### config.mk
export PLATFORM = sky130hd
export DESIGN_NAME = double_ended_queue
export DESIGN_NICKNAME = d
export VERILOG_FILES = /design/src/sv/dq_pkg.sv /design/src/sv/double_ended_queue.sv /design/src/sv/dq_cell.sv /design/src/sv/dq_chain.sv
export VERILOG_INCLUDE_DIRS = /design/src /design/src/sv
export SDC_FILE = /design/constraint.sdc
export NUM_CORES = 2
export LEC_CHECK = 0
export BUFFER_PORTS_ARGS = -buffer_cell sky130_fd_sc_hd__buf_2
export CAP_MARGIN = 0
export CORE_MARGIN = 4
export CORE_UTILIZATION = 25
export DETAILED_ROUTE_END_ITERATION = 7
export PLACE_DENSITY_LB_ADDON = 0.12
export SYNTH_ARGS = -nofsm -noshare
export SYNTH_HDL_FRONTEND = slang
export SYNTH_SLANG_ARGS = --single-unit
### constraint.sdc
create_clock -name clk -period 5.2 [get_ports clk]
set_input_delay 0.52 -clock clk [delete_from_list [all_inputs] [get_ports clk]]
set_output_delay 0.52 -clock clk [all_outputs]
set_load 0.01 [all_outputs]
### src/sv/double_ended_queue_defines.svh
// Assertion macros shared by the deque RTL.
`ifndef DOUBLE_ENDED_QUEUE_DEFINES_SVH
`define DOUBLE_ENDED_QUEUE_DEFINES_SVH

// Checked on every clock edge outside of reset.
`define DQ_ASSERT(label, prop, msg) \
  label: assert property (@(posedge clk) disable iff (!rst_n) prop) else $error(msg);

// Checked on every clock edge, reset included.
`define DQ_ASSERT_ALWAYS(label, prop, msg) \
  label: assert property (@(posedge clk) prop) else $error(msg);

`endif

### src/sv/dq_pkg.sv
package dq_pkg;

  localparam int DEPTH   = 64;
  localparam int VAL_W   = 32;
  localparam int CNT_W   = $clog2(DEPTH + 1);

  localparam logic [2:0] OP_PUSH_FRONT = 3'd0;
  localparam logic [2:0] OP_PUSH_BACK  = 3'd1;
  localparam logic [2:0] OP_POP_FRONT  = 3'd2;
  localparam logic [2:0] OP_POP_BACK   = 3'd3;
  localparam logic [2:0] OP_DUMP       = 3'd4;

  localparam logic [1:0] STAT_OK    = 2'd0;
  localparam logic [1:0] STAT_EMPTY = 2'd1;
  localparam logic [1:0] STAT_FULL  = 2'd2;
  localparam logic [1:0] STAT_ELEM  = 2'd3;

  // What one cell does in a cycle.
  typedef enum logic [1:0] {
    CELL_HOLD,
    CELL_FROM_LEFT,
    CELL_FROM_RIGHT,
    CELL_LOAD
  } cell_op_t;

  // What the whole chain does in a cycle.
  typedef enum logic [2:0] {
    CMD_HOLD,
    CMD_PUSH_FRONT,
    CMD_PUSH_BACK,
    CMD_SHIFT_OUT,
    CMD_ROTATE
  } chain_cmd_t;

  typedef struct packed {
    chain_cmd_t       cmd;
    logic [CNT_W-1:0] count;
  } chain_ctrl_t;

  function automatic logic [CNT_W-1:0] to_cnt(int v);
    return v[CNT_W-1:0];
  endfunction

  localparam logic [CNT_W-1:0] CNT_FULL = to_cnt(DEPTH);
  localparam logic [CNT_W-1:0] CNT_ONE  = to_cnt(1);

endpackage

### src/sv/double_ended_queue.sv
// Push and pop: one beat in, one status beat out on the cycle after the accept; busy stays low,
// so a new command can be taken every cycle.
// Dump: one element beat per stored entry, the first on the cycle after the accept, one a cycle
// as the cell chain rotates once; busy is high until the last beat. An empty dump gives one beat.
// The receiver cannot stall: every result is a single-cycle strobe on out_valid.
// Synchronous active-low reset empties the queue; cell contents are not cleared.
`include "double_ended_queue_defines.svh"

module double_ended_queue (
  input  logic                              clk,
  input  logic                              rst_n,
  input  logic                              start,
  output logic                              busy,
  input  logic [2:0]                        in_opcode,
  input  logic signed [dq_pkg::VAL_W-1:0]   in_item_value,
  output logic                              out_valid,
  output logic signed [dq_pkg::VAL_W-1:0]   out_value,
  output logic [1:0]                        out_status,
  output logic                              out_last
);

  typedef enum logic [1:0] {
    ST_IDLE = 2'b01,
    ST_DUMP = 2'b10
  } state_t;

  state_t                          state_r, state_nxt;
  logic [dq_pkg::CNT_W-1:0]        count_r, count_nxt;
  logic [dq_pkg::CNT_W-1:0]        idx_r, idx_nxt;
  logic                            out_valid_r, out_valid_nxt;
  logic signed [dq_pkg::VAL_W-1:0] out_value_r, out_value_nxt;
  logic [1:0]                      out_status_r, out_status_nxt;
  logic                            out_last_r, out_last_nxt;

  dq_pkg::chain_ctrl_t             ctrl;
  logic signed [dq_pkg::VAL_W-1:0] head_val;
  logic                            accept;
  logic                            is_full;
  logic                            is_empty;
  logic                            fpush_ok;

  assign busy     = (state_r == ST_DUMP);
  assign accept   = start && !busy;
  assign is_full  = (count_r == dq_pkg::CNT_FULL);
  assign is_empty = (count_r == '0);
  assign fpush_ok = accept && (in_opcode == dq_pkg::OP_PUSH_FRONT) && !is_full;

  always_comb begin
    state_nxt      = state_r;
    count_nxt      = count_r;
    idx_nxt        = idx_r;
    out_valid_nxt  = 1'b0;
    out_value_nxt  = '0;
    out_status_nxt = dq_pkg::STAT_OK;
    out_last_nxt   = 1'b1;
    ctrl.cmd       = dq_pkg::CMD_HOLD;
    ctrl.count     = count_r;

    if (state_r == ST_DUMP) begin
      ctrl.cmd       = dq_pkg::CMD_ROTATE;
      out_valid_nxt  = 1'b1;
      out_value_nxt  = head_val;
      out_status_nxt = dq_pkg::STAT_ELEM;
      out_last_nxt   = (idx_r == count_r - dq_pkg::CNT_ONE);
      idx_nxt        = idx_r + dq_pkg::CNT_ONE;
      if (out_last_nxt) begin
        state_nxt = ST_IDLE;
      end
    end else if (accept) begin
      case (in_opcode)
        dq_pkg::OP_PUSH_FRONT, dq_pkg::OP_PUSH_BACK: begin
          out_valid_nxt = 1'b1;
          if (is_full) begin
            out_status_nxt = dq_pkg::STAT_FULL;
          end else begin
            ctrl.cmd  = (in_opcode == dq_pkg::OP_PUSH_FRONT) ? dq_pkg::CMD_PUSH_FRONT
                                                             : dq_pkg::CMD_PUSH_BACK;
            count_nxt = count_r + dq_pkg::CNT_ONE;
          end
        end
        dq_pkg::OP_POP_FRONT, dq_pkg::OP_POP_BACK: begin
          out_valid_nxt = 1'b1;
          if (is_empty) begin
            out_status_nxt = dq_pkg::STAT_EMPTY;
          end else begin
            // A back pop only shortens the count; the stale cell is never read again.
            if (in_opcode == dq_pkg::OP_POP_FRONT) begin
              ctrl.cmd = dq_pkg::CMD_SHIFT_OUT;
            end
            count_nxt = count_r - dq_pkg::CNT_ONE;
          end
        end
        dq_pkg::OP_DUMP: begin
          out_valid_nxt = 1'b1;
          if (is_empty) begin
            out_status_nxt = dq_pkg::STAT_EMPTY;
          end else begin
            // The head is taken in the accept cycle; its beat shows on the next cycle.
            ctrl.cmd       = dq_pkg::CMD_ROTATE;
            out_value_nxt  = head_val;
            out_status_nxt = dq_pkg::STAT_ELEM;
            out_last_nxt   = (count_r == dq_pkg::CNT_ONE);
            idx_nxt        = dq_pkg::CNT_ONE;
            if (!out_last_nxt) begin
              state_nxt = ST_DUMP;
            end
          end
        end
        default: begin
          out_valid_nxt = 1'b0;
        end
      endcase
    end
  end

  always_ff @(posedge clk) begin
    if (!rst_n) begin
      state_r     <= ST_IDLE;
      count_r     <= '0;
      idx_r       <= '0;
      out_valid_r <= 1'b0;
    end else begin
      state_r     <= state_nxt;
      count_r     <= count_nxt;
      idx_r       <= idx_nxt;
      out_valid_r <= out_valid_nxt;
    end
  end

  always_ff @(posedge clk) begin
    out_value_r  <= out_value_nxt;
    out_status_r <= out_status_nxt;
    out_last_r   <= out_last_nxt;
  end

  dq_chain u_chain (
    .clk      (clk),
    .ctrl     (ctrl),
    .wr_val   (in_item_value),
    .head_val (head_val)
  );

  assign out_valid  = out_valid_r;
  assign out_value  = out_value_r;
  assign out_status = out_status_r;
  assign out_last   = out_last_r;

  `DQ_ASSERT(a_count_bound, count_r <= dq_pkg::CNT_FULL, "entry count above depth")
  `DQ_ASSERT(a_dump_nonempty, busy |-> (count_r != '0) && (idx_r < count_r), "dump out of range")
  `DQ_ASSERT(a_dump_count_stable, busy |=> $stable(count_r), "count moved during dump")
  `DQ_ASSERT(a_push_grows, fpush_ok |=> count_r == $past(count_r) + dq_pkg::CNT_ONE, "push lost")
  `DQ_ASSERT_ALWAYS(a_reset_quiet, !rst_n |=> !out_valid && !busy, "activity right after reset")

endmodule

### src/sv/dq_cell.sv
module dq_cell (
  input  logic                              clk,
  input  dq_pkg::cell_op_t                  op,
  input  logic signed [dq_pkg::VAL_W-1:0]   left_val,
  input  logic signed [dq_pkg::VAL_W-1:0]   right_val,
  input  logic signed [dq_pkg::VAL_W-1:0]   load_val,
  output logic signed [dq_pkg::VAL_W-1:0]   val_r
);

  logic signed [dq_pkg::VAL_W-1:0] val_nxt;

  always_comb begin
    case (op)
      dq_pkg::CELL_FROM_LEFT:  val_nxt = left_val;
      dq_pkg::CELL_FROM_RIGHT: val_nxt = right_val;
      dq_pkg::CELL_LOAD:       val_nxt = load_val;
      default:                 val_nxt = val_r;
    endcase
  end

  always_ff @(posedge clk) begin
    val_r <= val_nxt;
  end

endmodule

### src/sv/dq_chain.sv
module dq_chain (
  input  logic                              clk,
  input  dq_pkg::chain_ctrl_t               ctrl,
  input  logic signed [dq_pkg::VAL_W-1:0]   wr_val,
  output logic signed [dq_pkg::VAL_W-1:0]   head_val
);

  logic signed [dq_pkg::VAL_W-1:0] cell_val [dq_pkg::DEPTH];
  logic [dq_pkg::CNT_W-1:0]        tail_pos;

  // The entry at the back sits one cell below the count.
  assign tail_pos = ctrl.count - dq_pkg::CNT_ONE;
  assign head_val = cell_val[0];

  for (genvar i = 0; i < dq_pkg::DEPTH; i++) begin : g_cell
    localparam logic [dq_pkg::CNT_W-1:0] CELL_IDX = dq_pkg::to_cnt(i);

    dq_pkg::cell_op_t                op;
    logic signed [dq_pkg::VAL_W-1:0] left_val;
    logic signed [dq_pkg::VAL_W-1:0] right_val;
    logic signed [dq_pkg::VAL_W-1:0] load_val;

    if (i == 0) begin : g_first
      assign left_val = '0;
    end else begin : g_inner_l
      assign left_val = cell_val[i-1];
    end

    if (i == dq_pkg::DEPTH - 1) begin : g_last
      assign right_val = '0;
    end else begin : g_inner_r
      assign right_val = cell_val[i+1];
    end

    // While rotating, the head wraps around into the back cell.
    assign load_val = (ctrl.cmd == dq_pkg::CMD_ROTATE) ? cell_val[0] : wr_val;

    always_comb begin
      case (ctrl.cmd)
        dq_pkg::CMD_PUSH_FRONT:
          op = (i == 0) ? dq_pkg::CELL_LOAD : dq_pkg::CELL_FROM_LEFT;
        dq_pkg::CMD_PUSH_BACK:
          op = (CELL_IDX == ctrl.count) ? dq_pkg::CELL_LOAD : dq_pkg::CELL_HOLD;
        dq_pkg::CMD_SHIFT_OUT:
          op = dq_pkg::CELL_FROM_RIGHT;
        dq_pkg::CMD_ROTATE:
          op = (CELL_IDX == tail_pos) ? dq_pkg::CELL_LOAD : dq_pkg::CELL_FROM_RIGHT;
        default:
          op = dq_pkg::CELL_HOLD;
      endcase
    end

    dq_cell u_cell (
      .clk       (clk),
      .op        (op),
      .left_val  (left_val),
      .right_val (right_val),
      .load_val  (load_val),
      .val_r     (cell_val[i])
    );
  end

endmodule
# ---- Word level (Yosys, flattened, before mapping)
# Index checks and enable logic that the tools add are counted.
dict set report word_totals {
  reg_bits 2100
  inputBits 38
  output_inout_bits 37
  wordCells 782
}
dict set report classes {
  n_addsub 3
  eq_ne 335
  n_mux 294
  n_bitwise 1
  reduce_logical 78
}
# op count
set ops {}
lappend ops {{case mux 32 bit (3 select lines)} 64}
lappend ops {{case mux 2 bit (4 select lines)} 64}
lappend ops {{== test 6 x 7 -> 1 bit (first input constant)} 64}
lappend ops {{== test 2 bit (second input constant)} 129}
lappend ops {{== test 5 x 7 -> 1 bit (first input constant)} 32}
lappend ops {{nonzero test 3 bit} 64}
lappend ops {{2-to-1 mux 32 bit} 5}
lappend ops {{2-to-1 mux 2 bit} 77}
lappend ops {{== test 2 x 1 -> 1 bit (second input constant)} 64}
lappend ops {{== test 4 x 7 -> 1 bit (first input constant)} 16}
lappend ops {{2-to-1 mux 1 bit} 72}
lappend ops {{== test 3 x 7 -> 1 bit (first input constant)} 8}
lappend ops {{2-to-1 mux 7 bit} 6}
lappend ops {{== test 2 x 7 -> 1 bit (first input constant)} 4}
lappend ops {{adder 7 x 1 -> 7 bit (second input constant)} 2}
lappend ops {{== test 1 x 7 -> 1 bit (first input constant)} 2}
lappend ops {{logical NOT 7 bit} 2}
lappend ops {{case mux 7 bit (2 select lines)} 1}
lappend ops {{== test 3 x 2 -> 1 bit (second input constant)} 4}
lappend ops {{AND reduction 5 bit} 2}
lappend ops {{2-to-1 mux 3 bit} 3}
lappend ops {{case mux 3 bit (3 select lines)} 1}
lappend ops {{!= test 2 bit (second input constant)} 4}
lappend ops {{== test 7 x 1 -> 1 bit (second input constant)} 1}
lappend ops {{other kinds (15)} 20}

# ---- Logic depth before layout (Yosys ltp)
dict set report depth {
  ltp_word 10
  ltp_mapped 14
  depth_no_buf 8
}

# ---- Hierarchy
# Synthesis repeated with hierarchy kept, for this count alone.
dict set report hier_totals {
  hier_cells 9454
  area_unflattened_um2 111122.8
}
# module instances cells_per_inst area_each_um2 seq_area_each_um2
set by_module_without_submodules {}
lappend by_module_without_submodules {dq_cell 64 140 1672.9 960.9}
lappend by_module_without_submodules {double_ended_queue 1 228 2207.1 1041.0}
lappend by_module_without_submodules {dq_chain 1 266 1853.0 0.0}

# ---- Worst setup path after synthesis
# Ideal clock, no wire load.
dict set report synth_path {
  path_type {register to register}
  start {register count_r[1] (netlist name)}
  end {register u_chain.g_cell[11].u_cell.val_r[0] (netlist name) (enable)}
  setup_time_ns 0.561
  t_arrival_ns 3.416
  required_time_ns 4.639
  setup_slack_ns 1.222
  path_stages_with_launch 13
  path_buffers 6
  synth_period_minus_slack_ns 3.978
  cell_sequence {dfxtp_1 -> clkbuf_1 -> inv_1 -> ha_1 -> nor3b_2 -> buf_4 -> nand2_1 -> a31oi_2 -> buf_2 -> buf_2 -> buf_1 -> buf_2 -> nand3_1}
}
dict set report synth_between {
  elab_chain_len 9
  elab_cells_between_ends 22
  cone_classes {add/sub: 1; eq/ne: 10; mux: 9; reduce/logical: 2}
}
# element line
set synth_rtl {}
lappend synth_rtl {{from (decl)} double_ended_queue.sv:28} ;# logic [dq_pkg::CNT_W-1:0] count_r, count_nxt;
lappend synth_rtl {{from (signal assigned)} double_ended_queue.sv:124} ;# count_r <= count_nxt;
lappend synth_rtl {{== test 7 bit / logical NOT 7 bit (equally long branches)} {double_ended_queue.sv:44, double_ended_queue.sv:45}}
lappend synth_rtl {{2-to-1 mux 2 bit, or another cell as far along} double_ended_queue.sv:73} ;# if (is_full) begin
lappend synth_rtl {{case mux 3 bit (3 select lines)} double_ended_queue.sv:70} ;# case (in_opcode)
lappend synth_rtl {{2-to-1 mux 3 bit} double_ended_queue.sv:69} ;# end else if (accept) begin
lappend synth_rtl {{2-to-1 mux 3 bit} double_ended_queue.sv:59} ;# if (state_r == ST_DUMP) begin
lappend synth_rtl {{== test 3 bit, or another cell as far along} dq_chain.sv:39} ;# case (ctrl.cmd)
lappend synth_rtl {{case mux 2 bit (4 select lines) *} dq_chain.sv:39}
lappend synth_rtl {{== test 2 bit / == test 2 x 1 -> 1 bit (equally long branches)} dq_cell.sv:13} ;# case (op)
lappend synth_rtl {{nonzero test 3 bit (no source line) *} --}
lappend synth_rtl {{to (signal assigned)} dq_cell.sv:22} ;# val_r <= val_nxt;
lappend synth_rtl {{to (decl)} dq_cell.sv:7} ;# output logic signed [dq_pkg::VAL_W-1:0] val_r
# Mark *: on every way between the ends. The rest lies on a longest branch, timed or not.
# A chain may end at the register's enable or synchronous reset.

# ---- Worst setup path after layout
dict set report layout_path {
  start {register count_r[0] (netlist name)}
  end {register u_chain.g_cell[23].u_cell.val_r[12] (netlist name) (data pin)}
}
dict set report layout_between {
  elab_chain_len 9
  elab_cells_between_ends 23
  cone_classes {add/sub: 1; eq/ne: 10; mux: 11; reduce/logical: 1}
}
# element line
set layout_rtl {}
lappend layout_rtl {{== test 7 bit / logical NOT 7 bit (equally long branches)} {double_ended_queue.sv:44, double_ended_queue.sv:45}}
lappend layout_rtl {{2-to-1 mux 2 bit, or another cell as far along} double_ended_queue.sv:73}
lappend layout_rtl {{case mux 3 bit (3 select lines)} double_ended_queue.sv:70}
lappend layout_rtl {{2-to-1 mux 3 bit} double_ended_queue.sv:69}
lappend layout_rtl {{2-to-1 mux 3 bit} double_ended_queue.sv:59}
lappend layout_rtl {{== test 3 bit, or another cell as far along} {dq_chain.sv:36, dq_chain.sv:39}}
lappend layout_rtl {{case mux 2 bit (4 select lines)} dq_chain.sv:39}
lappend layout_rtl {{== test 2 bit / == test 2 x 1 -> 1 bit (equally long branches)} dq_cell.sv:13}
lappend layout_rtl {{case mux 32 bit (3 select lines) *} dq_cell.sv:13}
lappend layout_rtl {{net u_chain.g_cell[23].u_cell.val_nxt (one bit)} dq_cell.sv:10} ;# logic signed [dq_pkg::VAL_W-1:0] val_nxt;
lappend layout_rtl {{to (signal assigned)} dq_cell.sv:22}
lappend layout_rtl {{to (decl)} dq_cell.sv:7}
# Mark *: on every way through the listed nets, which the timed path passes. The rest lies on a longest branch.

==> results.md <==
* Outcome: completed
* TritonCTS buffer count at approximately 270
* Final GP Congestion at between 0.9 and 1
* Leading area contributor after synthesis: edfxtp_1
* Synth Flop Type: edfxtp_1
* DRT Pass-1 Iters at 7
* DRC at 0
* Mapped Cells at between 8000 and 9000
* Maximum clock path buffer count at 4
* Peak supply drop at ~0.23 mV
* Mapped Nets at around 8100
* GRT Total Usage at 0.277
* Chip width at between 600 and 700 µm
* Commonest non-fill, non-tap cell in the layout: edfxtp_1
* H-tree depth at 5
* Worst Skew at just under 0.06 ns
* Slew margin rel. at 0.0000628
* Clock latency at the later pin of the worst-skew pair at 0.95 ns
* Cells after DPL at roughly 13000
* Register-to-register setup slack at 0.62 ns
* Hold_sp: start
* DP Worst Slack at between 0.6 and 0.7 ns
* Initial antenna violation count at 43
* Fmax at approximately 0.22 GHz
* WL per Instance at roughly 46 µm
* Final std cells w/o fill at between 10000 and 15000
* CORE AREA at 417000 µm²
* I/O pin cnt at 75
* Top cells by area, synth: edfxtp_1 59%, a221o_1 5.9%, o221a_2 5.7%
* Post-DP HPWL at a little under 400 mm
* Post-placement cell area at 114000 µm²
* DR iter-0 viols at between 10000 and 15000
* R2R cell count at 11
* Total grt overflow at 0
* Worst r2r src: count_r[0]$_SDFFE_PN0P_
* CP Capture Type: register
* Die Y at 655 µm
* Vias at 89800
* EDFF count, synth at about 2000
* Total leakage power at between 40 and 50 nW
* Post-synthesis sequential area ratio at 0.597
* R2R Path End: u_chain.g_cell[23].u_cell.val_r[12]$_DFFE_PP_
* Total design power at approximately 0.045 W
* Final hold violations at 0
* Largest net degree at the start of global routing at between 90 and 100
* Cell Area, Synth at between 100000 and 150000 µm²
* Setup CP Type: register to register
* FILL cells at 42300
* Top cell type's share of synthesized area at 0.587
* Final setup fails at 0
* Final Cycle Share at 0.882
* CP Launch Type: register
* Crit-path max FO at 28
* Yosys reg bits at 2100
* Initial Utilization at 0.251
* Fin. max-slew vios at 0
* CTS tree: yes
* Required time worst endpoint at around 6 ns
* Post-CTS Setup Repair Bufs at 0
* Die Area at 429000 µm²
* Pwr/cell area at approximately 360 nW/µm²
* Synth warn at 0
* # rows at roughly 240
* Setup TNS at 0 ns
* CP arrival at about 5.4 ns
* Most frequent cells in the layout: 2048 x edfxtp_1, 620 x a221o_1, 527 x a2bb2oi_1, 526 x o221a_2, 502 x o21ai_0
* Vias in the first global route at 84200
* Yosys cell types at 78
* Via density at between 6 and 7
* Clock-pin slew on the worst setup and hold paths at ~0.06 ns
* Final Net Count at 7943
* Area Growth Syn to Fin at 16.6%
* HP Class: input port to register
* RSZ-0062 raised after global routing: no
* Final Cell Area at about 120000 µm²
* Setup ws final at about 0.62 ns
* Share of layout cells above drive strength 1 at 0.228
* MaxCap Viol Count at 0
* Root buffer cell: clkbuf_16
* Antenna-violating nets left at 0
* Post-synth ARST share at 0
* Hold endpoint: out_valid$_SDFF_PN0_
* Hold Crit Depth at 3
* Mean post-synth cell area at 13.0 µm²
* Port Buffer Count at 74
* Final Critical Period at 4.58 ns
* Actual slew at the worst max-slew pin at roughly 1.5 ns
* First-pass GRT wire length at slightly above 800 mm
* CTS Sinks at 2100
* DRT Wirelength at around 620 mm
## how the worst max path moves through the flow
stage,to,start,cells past startpoint,slack [ns]
finish,u_chain.g_cell[23].u_cell.val_r[12]$_DFFE_PP_,count_r[0]$_SDFFE_PN0P_,11,0.62
global route,u_chain.g_cell[23].u_cell.val_r[12]$_DFFE_PP_,count_r[0]$_SDFFE_PN0P_,11,0.56
CTS,u_chain.g_cell[23].u_cell.val_r[12]$_DFFE_PP_,count_r[0]$_SDFFE_PN0P_,11,0.59
detailed placement,u_chain.g_cell[23].u_cell.val_r[12]$_DFFE_PP_,count_r[0]$_SDFFE_PN0P_,11,0.62
global placement,u_chain.g_cell[23].u_cell.val_r[12]$_DFFE_PP_,count_r[0]$_SDFFE_PN0P_,11,0.52
floorplan,u_chain.g_cell[11].u_cell.val_r[0]$_DFFE_PP_,count_r[1]$_SDFFE_PN0P_,12,1.22
## registers in the layout, summed over array words and instances (netlist names)
signal                       flops
state_r                          2
out_last                         1
out_status                       2
out_valid                        1
idx_r                            7
u_chain.g_cell.u_cell.val_r   2048
out_value                       32
count_r                          7
## cell type report
| type | count | area, µm² | share of cell area |
|---|---|---|---|
| well taps | 5497 | 6880 | 0.0563 |
| inverters | 83 | 312 | 0.00255 |
| clock inverters | 117 | 940 | 0.00770 |
| multi-input cells | 4823 | 38800 | 0.318 |
| clock buffers | 359 | 7520 | 0.0616 |
| flip-flops and latches | 2100 | 62500 | 0.512 |
| repair buffers | 617 | 4970 | 0.0407 |
| diodes | 25 | 62.6 | 0.000512 |
## logic make-up after synthesis
group | Yosys count | synth area share
simple gates | 731 | 0.0340
fa+ha+maj | 7 | 0.000837
flops | 2100 | 0.597
xor+xnor | 16 | 0.00134
mux | 2 | 0.000215
compound gates | 4067 | 0.321
buf+inv | 1161 | 0.0449
## repair_timing
item / CTS / global route
resized for setup: 0 / 0
hold buffers: 1 / 0
endpoints found under the hold margin: 4 / 0
## metal layers
| layer | share of wire | up-vias | routed length (µm) | global-route usage |
|---|---|---|---|---|
| met3 | 0.10 | 1057 | 65600 | 0.0770 |
| met4 | 0.060 | 12 | 37700 | 0.147 |
| met5 | 0.00010 | - | 64 | 0 |
| met2 | 0.43 | 6509 | 268000 | 0.411 |
| li1 | - | 34400 | - | - |
| met1 | 0.41 | 47800 | 253000 | 0.366 |
## report_power, final
group | leakage [nW] | total [W] | internal [W] | switching [W]
Clock | 4.14 | 0.0188 | 0.0107 | 0.00812
Combinational | 17.4 | 0.00534 | 0.00163 | 0.00371
Sequential | 19.2 | 0.0204 | 0.0197 | 0.000708
Total | 40.7 | 0.0446 | 0.0320 | 0.0125
## metrics by stage
stage | util | hold slack (ns)
final | 0.293 | 0.135
after global routing | 0.293 | 0.130
after CTS | 0.293 | 0.0606
after detailed placement | 0.272 | 0.468
after global placement | 0.272 | 0.450
after floorplan | - | 0.438
## critical path, stage by stage, from the launching register on
cell	delay, ns
dfxtp_1	0.31
inv_1	0.14
ha_1	0.22
buf_4	0.24
nor3b_2	0.19
buf_4	0.20
nand3_2	0.27
nand2_4	0.70
a21o_2	1.00
buf_4	0.57
a22o_1	0.30
a221o_1	0.13
## cells in the mapped netlist, drive strengths merged (31+ instances only)
library cell	count
a221o	620
a21oi	339
edfxtp	2048
o2bb2ai	32
o22ai	164
inv	83
a221oi	37
o21ai	626
dfxtp	52
a32oi	310
o32ai	105
a21o	31
nand2	172
and3	166
buf	255
a2bb2oi	527
nand3	62
clkbuf	823
a22o	466
a22oi	189
nor2	234
o221a	542
Power figures use the tool's default switching activity.
